[config.mk]
export PLATFORM = sky130hd
export DESIGN_NAME = hfve_ram
export DESIGN_NICKNAME = d
export VERILOG_FILES = /design/src/sv/hfve_ram.sv
export SDC_FILE = /design/constraint.sdc
export NUM_CORES = 2
export LEC_CHECK = 0
export BUFFER_PORTS_ARGS = -buffer_cell sky130_fd_sc_hd__buf_4
export CORE_ASPECT_RATIO = 0.6
export CORE_UTILIZATION = 55
export CTS_CLUSTER_DIAMETER = 120
export DETAILED_ROUTE_END_ITERATION = 8
export GPL_ROUTABILITY_DRIVEN = 0
export PLACE_DENSITY = 0.78
export SLEW_MARGIN = 20
export SYNTH_ARGS = -nofsm -noshare
export SYNTH_HDL_FRONTEND = slang
export SYNTH_SLANG_ARGS = --single-unit
[constraint.sdc]
create_clock -name clk -period 8.5 [get_ports clk]
set_clock_uncertainty 0.05 [all_clocks]
set_input_delay 1.275 -clock clk [delete_from_list [all_inputs] [get_ports clk]]
set_output_delay 1.275 -clock clk [all_outputs]
set_load 0.005 [all_outputs]
[src/sv/hfve_ram.sv]
// Generic simple dual-port RAM: one write port, one read port, registered read.
// No dependencies.
module hfve_ram #(
	parameter int WIDTH = 32,
	parameter int DEPTH = 64
) (
	input  logic                                   clk,
	input  logic                                   we,
	input  logic [(DEPTH > 1 ? $clog2(DEPTH) : 1)-1:0] waddr,
	input  logic [WIDTH-1:0]                       wdata,
	input  logic [(DEPTH > 1 ? $clog2(DEPTH) : 1)-1:0] raddr,
	output logic [WIDTH-1:0]                       rdata
);
	logic [WIDTH-1:0] mem [DEPTH];

	always_ff @(posedge clk) begin
		if (we) begin
			mem[waddr] <= wdata;
		end
		rdata <= mem[raddr];
	end
endmodule

==> results.md <==
* Multi-input gate area at 0.01598 mm²
* Final hold slack at 0.6747 ns
* Clk Latency, worst-skew pair at 0.81 ns
* Total grt overflow at 0
* CTS tree: built
* # IOs at 78
* Crit path cell chain: buf_8, buf_12, nand2b_1, o22ai_1, nor3_1, a31oi_1, nor2_1
* Gate power share at 5.4%
* Yosys top cell area share at 78.33%
* Die ar. at 0.1443 mm²
* Sequential Power Share at 55.8%
* CP delay by family, top: simple AND/OR/NAND/NOR gates
* Worst Path Arrival at 5.14 ns
* CTS buffer count at 170
* Nature of the critical path startpoint: input pin
* Clock slew at reported path FFs at 0.07 ns
* Fin util at 62.24%
* Hold_sp: mem[12][20]
* Tcrit/Tclk final at 52.88%
* Vias at 38.25k
* Hold path endpoint: rdata[20]
* Post-synthesis cell count at 3324
* Met1 usage at 42.54%
* Worst Path Buf+Inv at 2
* Crit-path slowest cell: nand2b_1
* Clock Path Buffers at 3
* Worst-Margin Slew at 1.115 ns
* Clock power share at 38.8%
* Hold Fails Final Rpt at 0
* Max VDD drop at 0.2645 mV
* Nets at 3530
* Setup repair bufs after CTS at 0
* CTS root buf: clkbuf_16
* Most common cell in the netlist: edfxtp_1
* Syn nets at 3370
* GR Layer Usage met3 at 10.81%
* Status: completed
* Sw power at 0.004412 W
* Top cells by count, synth: edfxtp_1 (2048), mux4_2 (544), nor2_1 (137), mux2i_1 (93), o22ai_1 (84)
* Worst Hold Class: flop to flop
* Gr busiest metal: met1
* Post-route DRC at 0
* First-pass GRT wire length at 288900 µm
* Synth area leaders: edfxtp_1 (78%), mux4_2 (16%), mux2i_1 (1.2%)
* RSZ-0062 raised after global routing: false
* Final Max Slew Viols at 0
* Die X-Extent at 489.8 µm
* FILL cells at 8851
* Fraction of layout cells with a size suffix above 1 at 28.35%
* Number of global-route vias before repair at 37.80k
* FF+latch area at 0.06214 mm²
* Post-DP HPWL at 106700 µm
* Net Sw Frac at 21.59%
* Core Area at 0.1405 mm²
* Row Count at 106
* WL/cell at 37.53 µm
* Cts hold-fix bufs at 0
* Synth-to-layout area growth at 11.34%
* Top achievable clock speed at 0.2225 GHz
* Reg2Reg Launch Point: mem[32][27]
* Post-route ant nets at 0
* Yosys synthesis warning count at 0
* Post-synth EDFFs at 2048
* Sink Count at 2080
* Worst R2R Setup Slack at 6.05 ns
* Synth area leader: edfxtp_1
* Crit Path Category: input pin to flop
* Initial antenna violation count at 10
* Synthesized cell area at 0.07852 mm²
* Tmin final at 4.495 ns
* Crit path largest cell delay at 0.94 ns
* Initial DRC count at 6531
* RR Endpoint: rdata[27]
* Initial Util at 55.90%
* Post_cts resized at 0
* Sequential share of the synthesized area at 79.14%
* Gr usage total at 29.27%
* MaxCap Viol Count at 0
* Met2 usage at 41.65%
* Post-synthesis async set-or-reset flop share at 0%
* Distinct cell type count after synthesis at 34
* Leakage dissipation at 26.98 nW
* Setup TNS at 0 ns
* Die height at 294.7 µm
* Port Buf Inserts at 77
* CP Data Required Time at 9.15 ns
* Router iterations before antenna repair at 8
* Top FF cell, synth: edfxtp_1
* Pint at 0.01603 W
* R2R depth at 5
* Worst hold stages at 4
* Worst rel slew slack at 25.69%
* Yosys reg bits at 2080
* WL final at 207300 µm
* Worst-path fanout max at 99
* Vias per inst at 6.927
* PwrDens at 233.8 mW/mm²
* H-tree depth at 4
* Syn Area/Cell at 23.62 µm²
* Worst setup EP type: flop
* Setup-failing EPs final at 0
* Largest net degree at the start of global routing at 100
-- worst min-delay path: cells and delay by family (launching register included) --
family	cells	cell delay [ns]
simple gates	2	0.21
flops	1	0.32
mux	1	0.06
compound gates	1	0.10
-- metal layers --
| metal | up-vias | wire length, µm |
|---|---|---|
| met5 | - | 27 |
| met4 | 4 | 6109 |
| met3 | 373 | 34360 |
| met2 | 3282 | 91300 |
| met1 | 20030 | 75460 |
| li1 | 14560 | - |
-- sequential cells by signal, indices dropped and copies added, names as in the netlist --
name	cells
mem	2048
rdata	32
-- stage by stage --
stage	total power (W)	instances	area, µm²	setup slack (ns)
final	0.02044	5522	87420	4.005
after global routing	0.02089	5519	87410	3.949
after CTS	0.02046	5519	87410	4.301
after detailed placement	0.01270	5202	81910	3.534
after global placement	0.01267	5202	81910	3.549
after floorplan	0.01215	3324	78520	4.015
-- layout by cell type, fill, tap and decap left out, drive strengths merged, types with 5 or more instances in the layout --
cell type | Yosys | final
edfxtp | 2048 | 2048
clkinv | 0 | 76
mux4 | 544 | 544
dfxtp | 32 | 32
nand3 | 5 | 5
o221ai | 27 | 27
nor2b | 15 | 15
nor2 | 137 | 137
nor3 | 7 | 7
nand2b | 8 | 8
o22ai | 84 | 84
bufinv | 0 | 15
or3b | 5 | 5
a311oi | 8 | 8
mux2i | 93 | 93
a22oi | 12 | 12
buf | 108 | 170
inv | 0 | 7
clkbuf | 74 | 215
nand2 | 26 | 26
a21oi | 62 | 62
nand3b | 5 | 5
-- final cells by class --
| class | instances | area share (%) |
|---|---|---|
| Clock inverter | 102 | 1.036 |
| Sequential cell | 2080 | 71.08 |
| Tap cell | 1890 | 2.705 |
| Timing Repair Buffer | 170 | 1.643 |
| Antenna cell | 3 | 0.008588 |
| Multi-Input combinational cell | 1062 | 18.27 |
| Clock buffer | 215 | 5.250 |
-- kinds of logic after synthesis --
kind of cell	count (synthesis)	share of synthesized area (%)
AO/OA/AOI/OAI	202	1.673
buffers and inverters	182	1.128
flip-flops	2080	79.14
multiplexers	637	16.79
AND/OR/NAND/NOR	223	1.265
-- power groups by stage --
stage                     registers [W]  logic [W]  clock network, W
after floorplan                  0.0116   0.000552                 0
after global placement           0.0116    0.00105                 0
after detailed placement         0.0116    0.00107                 0
after CTS                        0.0114    0.00109           0.00797
after global routing             0.0114    0.00115           0.00834
final                            0.0114    0.00111           0.00792
-- how the worst max path moves through the flow --
stage              from         end  slack [ns]  cells after the start
6_report       raddr[1]   rdata[18]        4.01                      7
5_1_grt        raddr[1]   rdata[29]        3.95                      7
4_1_cts        raddr[1]   rdata[18]        4.30                      7
3_5_place_dp   raddr[1]   rdata[29]        3.53                      7
3_3_place_gp   raddr[1]   rdata[18]        3.55                      7
2_1_floorplan  waddr[3]  mem[48][0]        4.02                      4
Power figures use the tool's default switching activity.
