===== config.mk =====
export PLATFORM = sky130hd
export DESIGN_NAME = hfve_hash
export DESIGN_NICKNAME = d
export VERILOG_FILES = /design/src/sv/hfve_pkg.sv /design/src/sv/hfve_hash.sv
export SDC_FILE = /design/constraint.sdc
export NUM_CORES = 2
export LEC_CHECK = 0
export BUFFER_PORTS_ARGS = -buffer_cell sky130_fd_sc_hd__buf_2
export CAP_MARGIN = 20
export CORE_ASPECT_RATIO = 0.9
export CORE_MARGIN = 2
export CORE_UTILIZATION = 40
export CTS_BUF_LIST = sky130_fd_sc_hd__clkbuf_16
export DETAILED_ROUTE_END_ITERATION = 12
export SYNTH_ARGS = -nofsm -noshare
export SYNTH_HDL_FRONTEND = slang
export SYNTH_SLANG_ARGS = --single-unit

===== constraint.sdc =====
create_clock -name clk -period 24.2 [get_ports clk]
set_input_delay 7.26 -clock clk [delete_from_list [all_inputs] [get_ports clk]]
set_output_delay 7.26 -clock clk [all_outputs]
set_load 0.005 [all_outputs]

===== src/sv/hfve_pkg.sv =====
// Package for the hot filter with vote eviction.
// Holds the channel payload types, register indexes and hash constants.
// No dependencies.
package hfve_pkg;

	typedef struct packed {
		logic               op;
		logic signed [31:0] key;
		logic [15:0]        weight;
	} in_t;

	typedef struct packed {
		logic               spill_valid;
		logic signed [31:0] spill_key;
		logic [31:0]        spill_count;
		logic [40:0]        rank_sum;
	} out_t;

	localparam logic OP_INSERT = 1'b0;
	localparam logic OP_RANK   = 1'b1;

	localparam logic CFG_CAPACITY  = 1'b0;
	localparam logic CFG_THRESHOLD = 1'b1;

	localparam logic [63:0] MIX_C1 = 64'hbf58476d1ce4e5b9;
	localparam logic [63:0] MIX_C2 = 64'h94d049bb133111eb;
	localparam int          MIX_S0 = 30;
	localparam int          MIX_S1 = 27;
	localparam int          MIX_S2 = 31;

	localparam logic [40:0] RANK_MAX = {41{1'b1}};
	localparam logic [31:0] VOTE_MAX = 32'hffff_ffff;

endpackage


===== src/sv/hfve_hash.sv =====
// Bucket hash: splitmix64 finalizer on the sign-extended key, then modulo
// the bucket count by reciprocal multiplication, 16 bits of the mixed value at a time.
// One shared 32x32 multiplier. Depends on hfve_pkg.
module hfve_hash #(
	parameter int NUM_BUCKETS = 64
) (
	input  logic                                             clk,
	input  logic                                             arst_n,
	input  logic                                             start,
	input  logic [31:0]                                      key,
	output logic                                             done,
	output logic [(NUM_BUCKETS > 1 ? $clog2(NUM_BUCKETS) : 1)-1:0] bucket
);
	import hfve_pkg::*;

	localparam int BW = (NUM_BUCKETS > 1) ? $clog2(NUM_BUCKETS) : 1;
	// floor((2^32-1)/N): the quotient estimate comes out low by at most one
	localparam logic [31:0] RECIP = 32'(64'hffff_ffff / 64'(NUM_BUCKETS));

	logic        mix_q, mod_q, phase_q, round_q, done_q;
	logic [1:0]  part_q, cnt_q;
	logic [63:0] x_q, acc_q, prod_q;
	logic [BW-1:0] r_q;

	logic [63:0]    sx, cst, acc_n;
	logic [31:0]    mul_a, mul_b;
	logic [BW+15:0] rv;
	logic [BW+16:0] qn, rr, rn;

	always_comb begin
		sx    = {{32{key[31]}}, key};
		cst   = round_q ? MIX_C2 : MIX_C1;
		rv    = {r_q, x_q[63:48]};
		mul_a = mod_q ? 32'(rv) : ((part_q == 2'd2) ? x_q[63:32] : x_q[31:0]);
		mul_b = mod_q ? RECIP : ((part_q == 2'd1) ? cst[63:32] : cst[31:0]);
		acc_n = (part_q == 2'd0) ? prod_q : acc_q + {prod_q[31:0], 32'b0};
		qn    = prod_q[47:32] * (BW+17)'(NUM_BUCKETS);
		rr    = {1'b0, rv} - qn;
		rn    = (rr >= (BW+17)'(NUM_BUCKETS)) ? rr - (BW+17)'(NUM_BUCKETS) : rr;
	end

	always_ff @(posedge clk or negedge arst_n) begin
		if (!arst_n) begin
			mix_q   <= 1'b0;
			mod_q   <= 1'b0;
			phase_q <= 1'b0;
			round_q <= 1'b0;
			done_q  <= 1'b0;
			part_q  <= '0;
			cnt_q   <= '0;
		end else begin
			done_q <= 1'b0;
			if (start) begin
				mix_q   <= 1'b1;
				phase_q <= 1'b0;
				round_q <= 1'b0;
				part_q  <= '0;
			end else if (mix_q) begin
				phase_q <= ~phase_q;
				if (phase_q) begin
					if (part_q == 2'd2) begin
						part_q <= '0;
						if (round_q) begin
							mix_q <= 1'b0;
							mod_q <= 1'b1;
							cnt_q <= '0;
						end else begin
							round_q <= 1'b1;
						end
					end else begin
						part_q <= part_q + 2'd1;
					end
				end
			end else if (mod_q) begin
				phase_q <= ~phase_q;
				if (phase_q) begin
					cnt_q <= cnt_q + 2'd1;
					if (cnt_q == 2'd3) begin
						mod_q  <= 1'b0;
						done_q <= 1'b1;
					end
				end
			end
		end
	end

	// datapath, no reset
	always_ff @(posedge clk) begin
		if (start) begin
			x_q <= sx ^ (sx >> MIX_S0);
		end else if (mix_q) begin
			if (!phase_q) begin
				prod_q <= mul_a * mul_b;
			end else begin
				acc_q <= acc_n;
				if (part_q == 2'd2) begin
					x_q <= round_q ? (acc_n ^ (acc_n >> MIX_S2)) : (acc_n ^ (acc_n >> MIX_S1));
					r_q <= '0;
				end
			end
		end else if (mod_q) begin
			if (!phase_q) begin
				prod_q <= mul_a * mul_b;
			end else begin
				// fold in the next 16 bits of the mixed value
				r_q <= rn[BW-1:0];
				x_q <= {x_q[47:0], 16'b0};
			end
		end
	end

	assign done   = done_q;
	assign bucket = r_q;
endmodule


==> results.md <==
* DRC at 0
* Routability cong. at 0.9788
* Clock Tree Root: clkbuf_16
* Yosys warning total at 0
* Register Area at approximately 6200 µm²
* Die X at 347.6 µm
* CP arrival at 11.84 ns
* Hpwl dp at 130.3 mm
* Main synth FF type: edfxtp_1
* Max Slew Vio Count at 0
* Largest net degree at the start of global routing at 69
* Final count of hold timing violations at 0
* Multi-input logic area at 31,610 µm²
* Fillcell total at 10.53k
* Worst Hold Depth at 2
* Worst relative slew slack at 0.2249
* Vias at ~32k
* Reg2reg path depth at 33
* All-Layer GR Usage at 0.2838
* Tcrit/Tclk final at 0.4763
* Clock-pin slew of the registers on the worst-case setup and hold paths at ~0.070 ns
* Die footprint at around 110,000 µm²
* Post-synthesis sequential area ratio at 0.1452
* Synthesized instance count at 4,564
* Max cap viols at 0
* Hold slack final at 0.5083 ns
* Post-synthesis simple-gate area fraction at 0.1189
* Resize count post-CTS at 0
* Setup violators final at 0
* Drt pass-1 iters at 5
* Number of DRC markers in iteration 0 at 3,465
* Wire per inst at 25.98 µm
* Initial antenna violation count at 11
* Core ar. at 105,500 µm²
* Number of synthesized flops with an enable pin at 198
* First-pass GRT wire length at 224.9 mm
* Seq cells post-synth at 207
* CTS Sinks at 207
* Post-synthesis adder-cell area fraction at 0.4958
* Number of buffers added for setup after CTS at 0
* Final Skew at roughly 0.023 ns
* Yosys top cell area share at 0.3890
* Buf+Inv Stages, Crit Path at 7
* Max FO, Critical Path at 22
* Worst min-delay path category: reg -> reg
* Outcome: complete, no violations
* Avg Vias per Cell at ~5.5
* Final WL at around 150 mm
* Largest family of logic cells by synthesized area: adder cells
* Clk buf depth at 3
* Critical path class: reg -> reg
* Cell taking the most area after synthesis: fa_1
* Worst-Skew Late Latency at 0.53 ns
* XOR/XNOR share of the synthesized area at 0.03273
* Vias in the first global route at 32.88k
* CTS Buf Count at 21
* I/O Buffers at 41
* CTS tree: built
* CTS hold repair buffers at 0
* Num ports at 42
* Max incr delay on CP at 0.75 ns
* Crit path capture type: flip-flop
* Post-synthesis mux area share at 0.01775
* Synthesized area at around 43,000 µm²
* Setup Total Neg Slack at 0 ns
* Ys async rst share at 0.04348
* Initial core utilization at 0.4030
* Worst path depth at 33
* Proportion of layout cells with a drive suffix above 1 at 0.04500
* GRT Residual Overflow at 0
* Rows at 113
* CP max-delay cell: o31ai_1
* DRT antenna net count at 0
* P&R area growth vs syn at 5.245%
* Critical Path RT at ~25 ns
* Fin nets at about 5.7k
* Final worst path period need at about 12 ns
* Netlist cell types at just over 90
* H-tree levels at 1
* Dominant cell type by count on the critical path: fa_1
* RSZ-0062 raised after global routing: false
* Top Family by Delay on Critical Path: adder cells
* Slew @ Worst Pin at 1.163 ns
* CP Launch Type: flip-flop
* Chip height at 313.3 µm
* Compound-Gate Fraction of Synth Area at 0.07641
* Leading post-synthesis cells by cell area: fa_1 (39%), edfxtp_1 (14%), ha_1 (11%)
* F_max at 86.75 MHz
* Syn Area/Cell at 9.314 µm²
sequential cells by signal, indices dropped and copies added (netlist names):
name / cells
acc_q: 64
mod_q: 1
prod_q: 64
part_q: 2
phase_q: 1
x_q: 64
bucket: 6
done: 1
round_q: 1
cnt_q: 2
mix_q: 1
path summary, 6_finish.rpt:
kind                            startpoint          to  slack, ns
worst max-delay path             part_q[1]  prod_q[61]      12.67
worst min-delay path              cnt_q[1]    cnt_q[1]       0.51
worst max register to register   part_q[1]  prod_q[61]      12.67
worst min register to register    cnt_q[1]    cnt_q[1]       0.51
max in group asynchronous           arst_n     round_q      17.39
min in group asynchronous           arst_n    cnt_q[1]       6.59
per-layer routing:
metal / track usage / vias to the layer above / routed length (µm)
met3: 0.04920 / 272 / 14070
met1: 0.4165 / 16410 / 66980
met4: 0.08471 / 4 / 5883
met2: 0.4293 / 1569 / 66200
li1: - / 13900 / -
met5: 0 / - / 20
per-stage QoR:
stage | worst slack, ns | utilization | area, µm² | instances
2_1_floorplan | 11.40 | - | 42540 | 4572
3_3_place_gp | 12.93 | 0.4180 | 44090 | 5852
3_5_place_dp | 12.73 | 0.4180 | 44090 | 5852
4_1_cts | 12.68 | 0.4239 | 44710 | 5889
5_1_grt | 12.09 | 0.4241 | 44730 | 5891
6_report | 12.67 | 0.4242 | 44740 | 5894
layout make-up:
| type | instances | share of cell area |
|---|---|---|
| Multi-Input combinational cell | 3103 | 0.7066 |
| Sequential cell | 207 | 0.1381 |
| Inverter | 1079 | 0.09053 |
| Tap cell | 1380 | 0.03859 |
| Timing Repair Buffer | 85 | 0.01205 |
| Clock buffer | 21 | 0.01175 |
| Clock inverter | 16 | 0.002237 |
| Antenna cell | 3 | 0.0001678 |
cells in the mapped netlist, types with 5 or more instances:
master,n
inv_1,1065
fa_1,826
nand2_1,453
nor2_1,407
ha_1,363
edfxtp_1,198
a21oi_1,175
clkbuf_1,142
o21ai_0,134
xnor2_1,95
mux2i_1,63
xor2_1,62
nor3_1,57
a21o_1,56
nand2b_1,55
and2_1,34
nand3_1,33
or2_2,29
buf_1,25
nand4_1,17
nor2b_1,17
o21bai_1,15
nor3b_1,13
and3_1,12
o21ai_1,12
or3_1,12
a31oi_1,11
o21a_1,11
o211ai_1,10
dfrtp_1,9
o31ai_1,8
a211oi_1,7
buf_2,7
clkinv_1,7
inv_2,7
a221oi_1,6
mux2_2,5
nand3b_1,5
o2111a_1,5
worst reg2reg max path, delay by kind of cell, from the launching register on:
family | cells | cell delay, ns
adders and majority gates | 9 | 4.10
xor gates and xnor gates | 1 | 0.18
muxes | 1 | 0.19
buffers and inverters | 7 | 1.50
DFF | 1 | 0.55
and+or+nand+nor | 7 | 2.22
AOI/OAI and AO/OA | 8 | 2.59
kinds of logic (layout without fill, tap and decap cells):
| family | Yosys count | count (layout) |
|---|---|---|
| XOR/XNOR | 158 | 158 |
| multiplexers | 71 | 71 |
| AND/OR/NAND/NOR | 1158 | 1158 |
| adder cells (fa/ha/maj) | 1189 | 1189 |
| AO/OA/AOI/OAI | 517 | 517 |
| flip-flops | 207 | 207 |
| other | 2 | 13 |
| buffers and inverters | 1262 | 1201 |
cells in the final DEF, fill, tap and decap left out, drive strengths merged, types with 63 or more instances in the layout:
cell,synthesis,routed
nand2,453,453
fa,826,826
o21ai,146,146
inv,1072,1081
mux2i,63,63
ha,363,363
nor2,407,407
edfxtp,198,198
a21oi,177,177
xnor2,96,96
buf,37,84
Power is left out: the tool's default activity adds up to more than one toggle a clock period on the data nets, which glitch-free logic cannot reach.
